--- config.mk ---
export PLATFORM = sky130hd
export DESIGN_NAME = bmxt_ctrl
export DESIGN_NICKNAME = d
export VERILOG_FILES = /design/src/rtl/bmxt_pkg.sv /design/src/rtl/bmxt_ctrl.sv
export SDC_FILE = /design/constraint.sdc
export NUM_CORES = 1
export LEC_CHECK = 0
export CAP_MARGIN = 20
export CORE_AREA = 4 4 41 43
export CTS_CLUSTER_SIZE = 8
export DETAILED_ROUTE_END_ITERATION = 12
export DIE_AREA = 0 0 45 47
export DONT_BUFFER_PORTS = 1
export PLACE_DENSITY_LB_ADDON = 0.1
export SKIP_LAST_GASP = 1
export SLEW_MARGIN = 10
export SYNTH_ARGS = -nofsm -noshare
export SYNTH_HDL_FRONTEND = slang
export SYNTH_SLANG_ARGS = --single-unit
--- constraint.sdc ---
create_clock -name i_clk -period 1.68 [get_ports i_clk]
set_input_delay 0.252 -clock i_clk [delete_from_list [all_inputs] [get_ports i_clk]]
set_output_delay 0.252 -clock i_clk [all_outputs]
set_load 0.03 [all_outputs]
--- src/rtl/bmxt_pkg.sv ---
// ----------------------------------------------------------------------------
// bmxt_pkg
// Shared constants, codes and types of the bounded maximum-xor trie.
// ----------------------------------------------------------------------------
package bmxt_pkg;

    localparam int VALUE_BITS = 32;
    localparam int NODE_COUNT = 32768;

    localparam int ADDR_W = $clog2(NODE_COUNT);
    localparam int CNT_W  = $clog2(NODE_COUNT + 1);
    localparam int SUM_W  = CNT_W + 1;
    localparam int LVL_W  = $clog2(VALUE_BITS);
    localparam int LINK_W = 16;
    localparam int MIN_W  = 32;
    localparam int WORD_W = MIN_W + 2 * LINK_W;

    localparam int IN_DATA_W  = 96;
    localparam int OUT_DATA_W = 32;

    localparam logic OP_INSERT = 1'b0;
    localparam logic OP_QUERY  = 1'b1;

    localparam logic [1:0] ST_INSERTED = 2'd0;
    localparam logic [1:0] ST_FULL     = 2'd1;
    localparam logic [1:0] ST_FOUND    = 2'd2;
    localparam logic [1:0] ST_NONE     = 2'd3;

    typedef logic [2:0] t_mode;

    localparam t_mode MODE_IDLE  = 3'd0;
    localparam t_mode MODE_FIND  = 3'd1;
    localparam t_mode MODE_WRITE = 3'd2;
    localparam t_mode MODE_LEAF  = 3'd3;
    localparam t_mode MODE_QWALK = 3'd4;
    localparam t_mode MODE_HOLD  = 3'd5;

    typedef struct packed {
        logic  accept;
        t_mode mode;
        logic  out_load;
    } t_ctrl;

    typedef struct packed {
        logic find_end;
        logic full;
        logic lvl_zero;
        logic q_end;
    } t_stat;

    function automatic logic link_ok(input logic [LINK_W-1:0] link);
        return (link != '0) && ({1'b0, link} < (LINK_W + 1)'(NODE_COUNT));
    endfunction

endpackage

--- src/rtl/bmxt_ctrl.sv ---
// ----------------------------------------------------------------------------
// bmxt_ctrl
// Sequencer of the trie: find and write passes of an insert, walk of a query,
// and the output valid flag.
// ----------------------------------------------------------------------------
module bmxt_ctrl (
    input  logic             i_clk,
    input  logic             i_rst_n,
    input  logic             s_tvalid,
    output logic             s_tready,
    input  logic             s_tuser,
    output logic             m_tvalid,
    input  logic             m_tready,
    input  bmxt_pkg::t_stat  i_stat,
    output bmxt_pkg::t_ctrl  o_ctrl
);

    localparam logic [2:0] S_IDLE  = 3'd0;
    localparam logic [2:0] S_FIND  = 3'd1;
    localparam logic [2:0] S_WRITE = 3'd2;
    localparam logic [2:0] S_LEAF  = 3'd3;
    localparam logic [2:0] S_QWALK = 3'd4;
    localparam logic [2:0] S_DONE  = 3'd5;

    logic [2:0] r_state, n_state;
    logic       r_valid, n_valid;
    logic       accept;
    logic       out_load;

    assign s_tready = (r_state == S_IDLE);
    assign accept   = s_tvalid && s_tready;
    assign out_load = (r_state == S_DONE) && (!r_valid || m_tready);
    assign m_tvalid = r_valid;

    always_comb begin
        n_state = r_state;
        unique case (r_state)
            S_IDLE: begin
                if (accept) begin
                    n_state = (s_tuser == bmxt_pkg::OP_QUERY) ? S_QWALK : S_FIND;
                end
            end
            S_FIND: begin
                if (i_stat.find_end) begin
                    n_state = i_stat.full ? S_DONE : S_WRITE;
                end
            end
            S_WRITE: begin
                if (i_stat.lvl_zero) begin
                    n_state = S_LEAF;
                end
            end
            S_LEAF: begin
                n_state = S_DONE;
            end
            S_QWALK: begin
                if (i_stat.q_end) begin
                    n_state = S_DONE;
                end
            end
            S_DONE: begin
                if (out_load) begin
                    n_state = S_IDLE;
                end
            end
            default: begin
                n_state = S_IDLE;
            end
        endcase
    end

    always_comb begin
        if (out_load) begin
            n_valid = 1'b1;
        end else if (m_tready) begin
            n_valid = 1'b0;
        end else begin
            n_valid = r_valid;
        end
    end

    always_comb begin
        o_ctrl.accept   = accept;
        o_ctrl.out_load = out_load;
        unique case (r_state)
            S_FIND:  o_ctrl.mode = bmxt_pkg::MODE_FIND;
            S_WRITE: o_ctrl.mode = bmxt_pkg::MODE_WRITE;
            S_LEAF:  o_ctrl.mode = bmxt_pkg::MODE_LEAF;
            S_QWALK: o_ctrl.mode = bmxt_pkg::MODE_QWALK;
            S_DONE:  o_ctrl.mode = bmxt_pkg::MODE_HOLD;
            default: o_ctrl.mode = bmxt_pkg::MODE_IDLE;
        endcase
    end

    always_ff @(posedge i_clk) begin
        if (!i_rst_n) begin
            r_state <= S_IDLE;
            r_valid <= 1'b0;
        end else begin
            r_state <= n_state;
            r_valid <= n_valid;
        end
    end

endmodule

==> impl_metrics.toml <==
[route]
antenna_left = 0
wl_um = 819
firstDrtPassIters = 4
wl_per_cell_um = 12.6
vias_per_cell = 5.28
dr_total_vias = 343
drc = 0
drtIter0Drc = 8

[cts]
root_buffer = "clkbuf_4"
clk_pin_slew_ns = 0.04
h-tree-depth = 1
ctsResizeCount = 0
numClockSinks = 4
cts_hold_buf = 0
tritoncts = "built"
clock_tree.buffer_depth = 2
cts_setup_buffers = 0
clkLatencyLatePin_ns = 0.23
cts_buffers = 3

[cells_and_area]
final_core_util_pct = 31.8
nets = 64
diodes = 0
drive_gt1_share_pct = 26.0
syn2layout_area_growth_pct = 7.47

[place]
portBuffers = 0
hpwl_um = 654
globalplace.congestion = 0.802

[synthesis]
synth_compound_area_share_pct = 21.8
synth.avg_cell_area_sq_um = 8.03
syn_nets = 60
synth_fa_ha_area_share_pct = 9.74
ys_warn_count = 0
seq_area_frac_synth_pct = 20.8
synth_xor_area_share_pct = 0
synth_simple_gate_area_share_pct = 28.6
synth_mux_area_share_pct = 2.60
synth_cell_type_count = 24
netlist_area_sq_um = 385
synth_top_family_by_area = "simple AND/OR/NAND/NOR gates"
syn_inst = 48
synth.ff_latch_count = 4

[global_route]
grt_max_degree = 12
antenna_found_initial = 0
busiest_layer = "met2"
use_met3_pct = 2.30
met2_usage_pct = 12.7
grt.total_usage_pct = 8.61
grt_pass1_vias = 316
overflow = 0
grt_pass1_wl_um = 1280
met1_usage_pct = 10.5

[setup_path]
required_ns = 1.43
path_class = "reg2out"
worstPathMaxFanout = 5
worstPathArrival_ns = 1.32
end_kind = "primary output"
cp-start-kind = "register"

[sta]
post-route-min-period_ns = 1.58
finalSetupViolations = 0
relSlewSlack_pct = 75.3
finalCritPeriodShare_pct = 93.8
rsz0062_at_grt = "no"
slew_viol_final = 0
fmax_ghz = 0.635
fin_worst_skew_ns = 0.000674
timing.setup.tns_ns = 0
worst_slew_pin_slew_ns = 0.370
hold_viol = 0

[pwr]
peakVddDrop_mv = 0.719
power.density_mw_per_mm2 = 1840
p_leak_uw = 0.000160

[status]
status = "finished clean"

[floorplanning]
die_h_um = 47
start_util_pct = 29.6
die_w_um = 45
core_area_sq_mm = 0.00130
die_area_sq_mm = 0.00212
io_pins = 16
rows = 13

[job]
maxCapViolCount = 0

[hold_path]
hold_path_class = "in2reg"
[layer usage]
layer,wire length (um),share of wire [%]
met1,375,46
met4,0,0
met5,0,0
met3,35,4.3
met2,409,50
[sequential cells by signal, summed over array words and instances (netlist names)]
signal    cells
r_state       3
m_tvalid      1
[worst max-delay path, cell delays in order (launching register included)]
cell and delay, ns:
dfxtp_1 0.32, inv_1 0.09, ha_1 0.30, o21ai_0 0.14, a21oi_1 0.08, buf_4 0.17
[path summary, 6_finish.rpt]
check | cells after the start | slack [ns] | from | to
worst max-delay path | 5 | 0.10 | r_state[1] | o_ctrl[1]
worst min-delay path | 2 | 0.23 | i_rst_n | m_tvalid
worst max register to register | 6 | 0.30 | r_state[1] | r_state[0]
worst min register to register | 2 | 0.59 | r_state[2] | r_state[1]
[kinds of logic (layout without fill, tap and decap cells)]
kind of cell / after synthesis / after routing
flops: 4 / 4
fa+ha+maj: 3 / 3
compound gates: 14 / 14
simple gates: 17 / 17
buf+inv: 9 / 11
mux: 1 / 1
[power breakdown]
| part | internal [uW] | switching (uW) |
|---|---|---|
| Sequential | 121 | 39.4 |
| Clock | 79.7 | 35.8 |
| Combinational | 190 | 297 |
| Total | 391 | 372 |
[area by class of cell]
class,count,area (sq um)
fill,147,887
multi-input combinational,35,248
sequential,4,80.1
timing repair buffer,4,30.0
clock buffer,3,22.5
tap,15,18.8
inverter,4,15.0
[cell usage in the layout, fill, tap and decap left out, drive strengths merged]
cell	Yosys	layout
ha	3	3
and2	1	1
a21oi	8	8
mux2i	1	1
a221oi	1	1
and3b	1	1
a22oi	1	1
buf	5	4
nor3	4	4
nor2b	2	2
nor2	2	2
nand2b	1	1
inv	4	4
nor4b	2	2
a311oi	1	1
dfxtp	4	4
nand3	1	1
and3	1	1
o21ai	3	3
nand2	2	2
clkbuf	0	3
[cells in the mapped netlist (all sizes together)]
| library cell | n | area, sq um |
|---|---|---|
| buf | 5 | 48.8 |
| ha | 3 | 37.5 |
| nor2 | 2 | 7.51 |
| o21ai | 3 | 15.0 |
| and2 | 1 | 6.26 |
| mux2i | 1 | 10.0 |
| nor2b | 2 | 12.5 |
| dfxtp | 4 | 80.1 |
| a221oi | 1 | 8.76 |
| nand2 | 2 | 7.51 |
| a22oi | 1 | 7.51 |
| and3b | 1 | 8.76 |
| a21oi | 8 | 43.8 |
| nand2b | 1 | 6.26 |
| nor4b | 2 | 30.0 |
| inv | 4 | 15.0 |
| a311oi | 1 | 8.76 |
| and3 | 1 | 6.26 |
| nand3 | 1 | 5.00 |
| nor3 | 4 | 20.0 |
[metrics by stage]
stage | setup WS, ns | power, uW | instance area [sq um] | cells | hold slack [ns]
after global placement | 0.307 | 649 | 390 | 62 | 0.454
after floorplan | 0.0441 | 599 | 390 | 48 | 0.423
after detailed placement | 0.314 | 648 | 390 | 62 | 0.457
after CTS | 0.0590 | 773 | 413 | 65 | 0.215
after global routing | 0.00492 | 828 | 414 | 65 | 0.230
final | 0.104 | 763 | 414 | 65 | 0.226
Note: power is estimated with default switching activity, not from simulation.
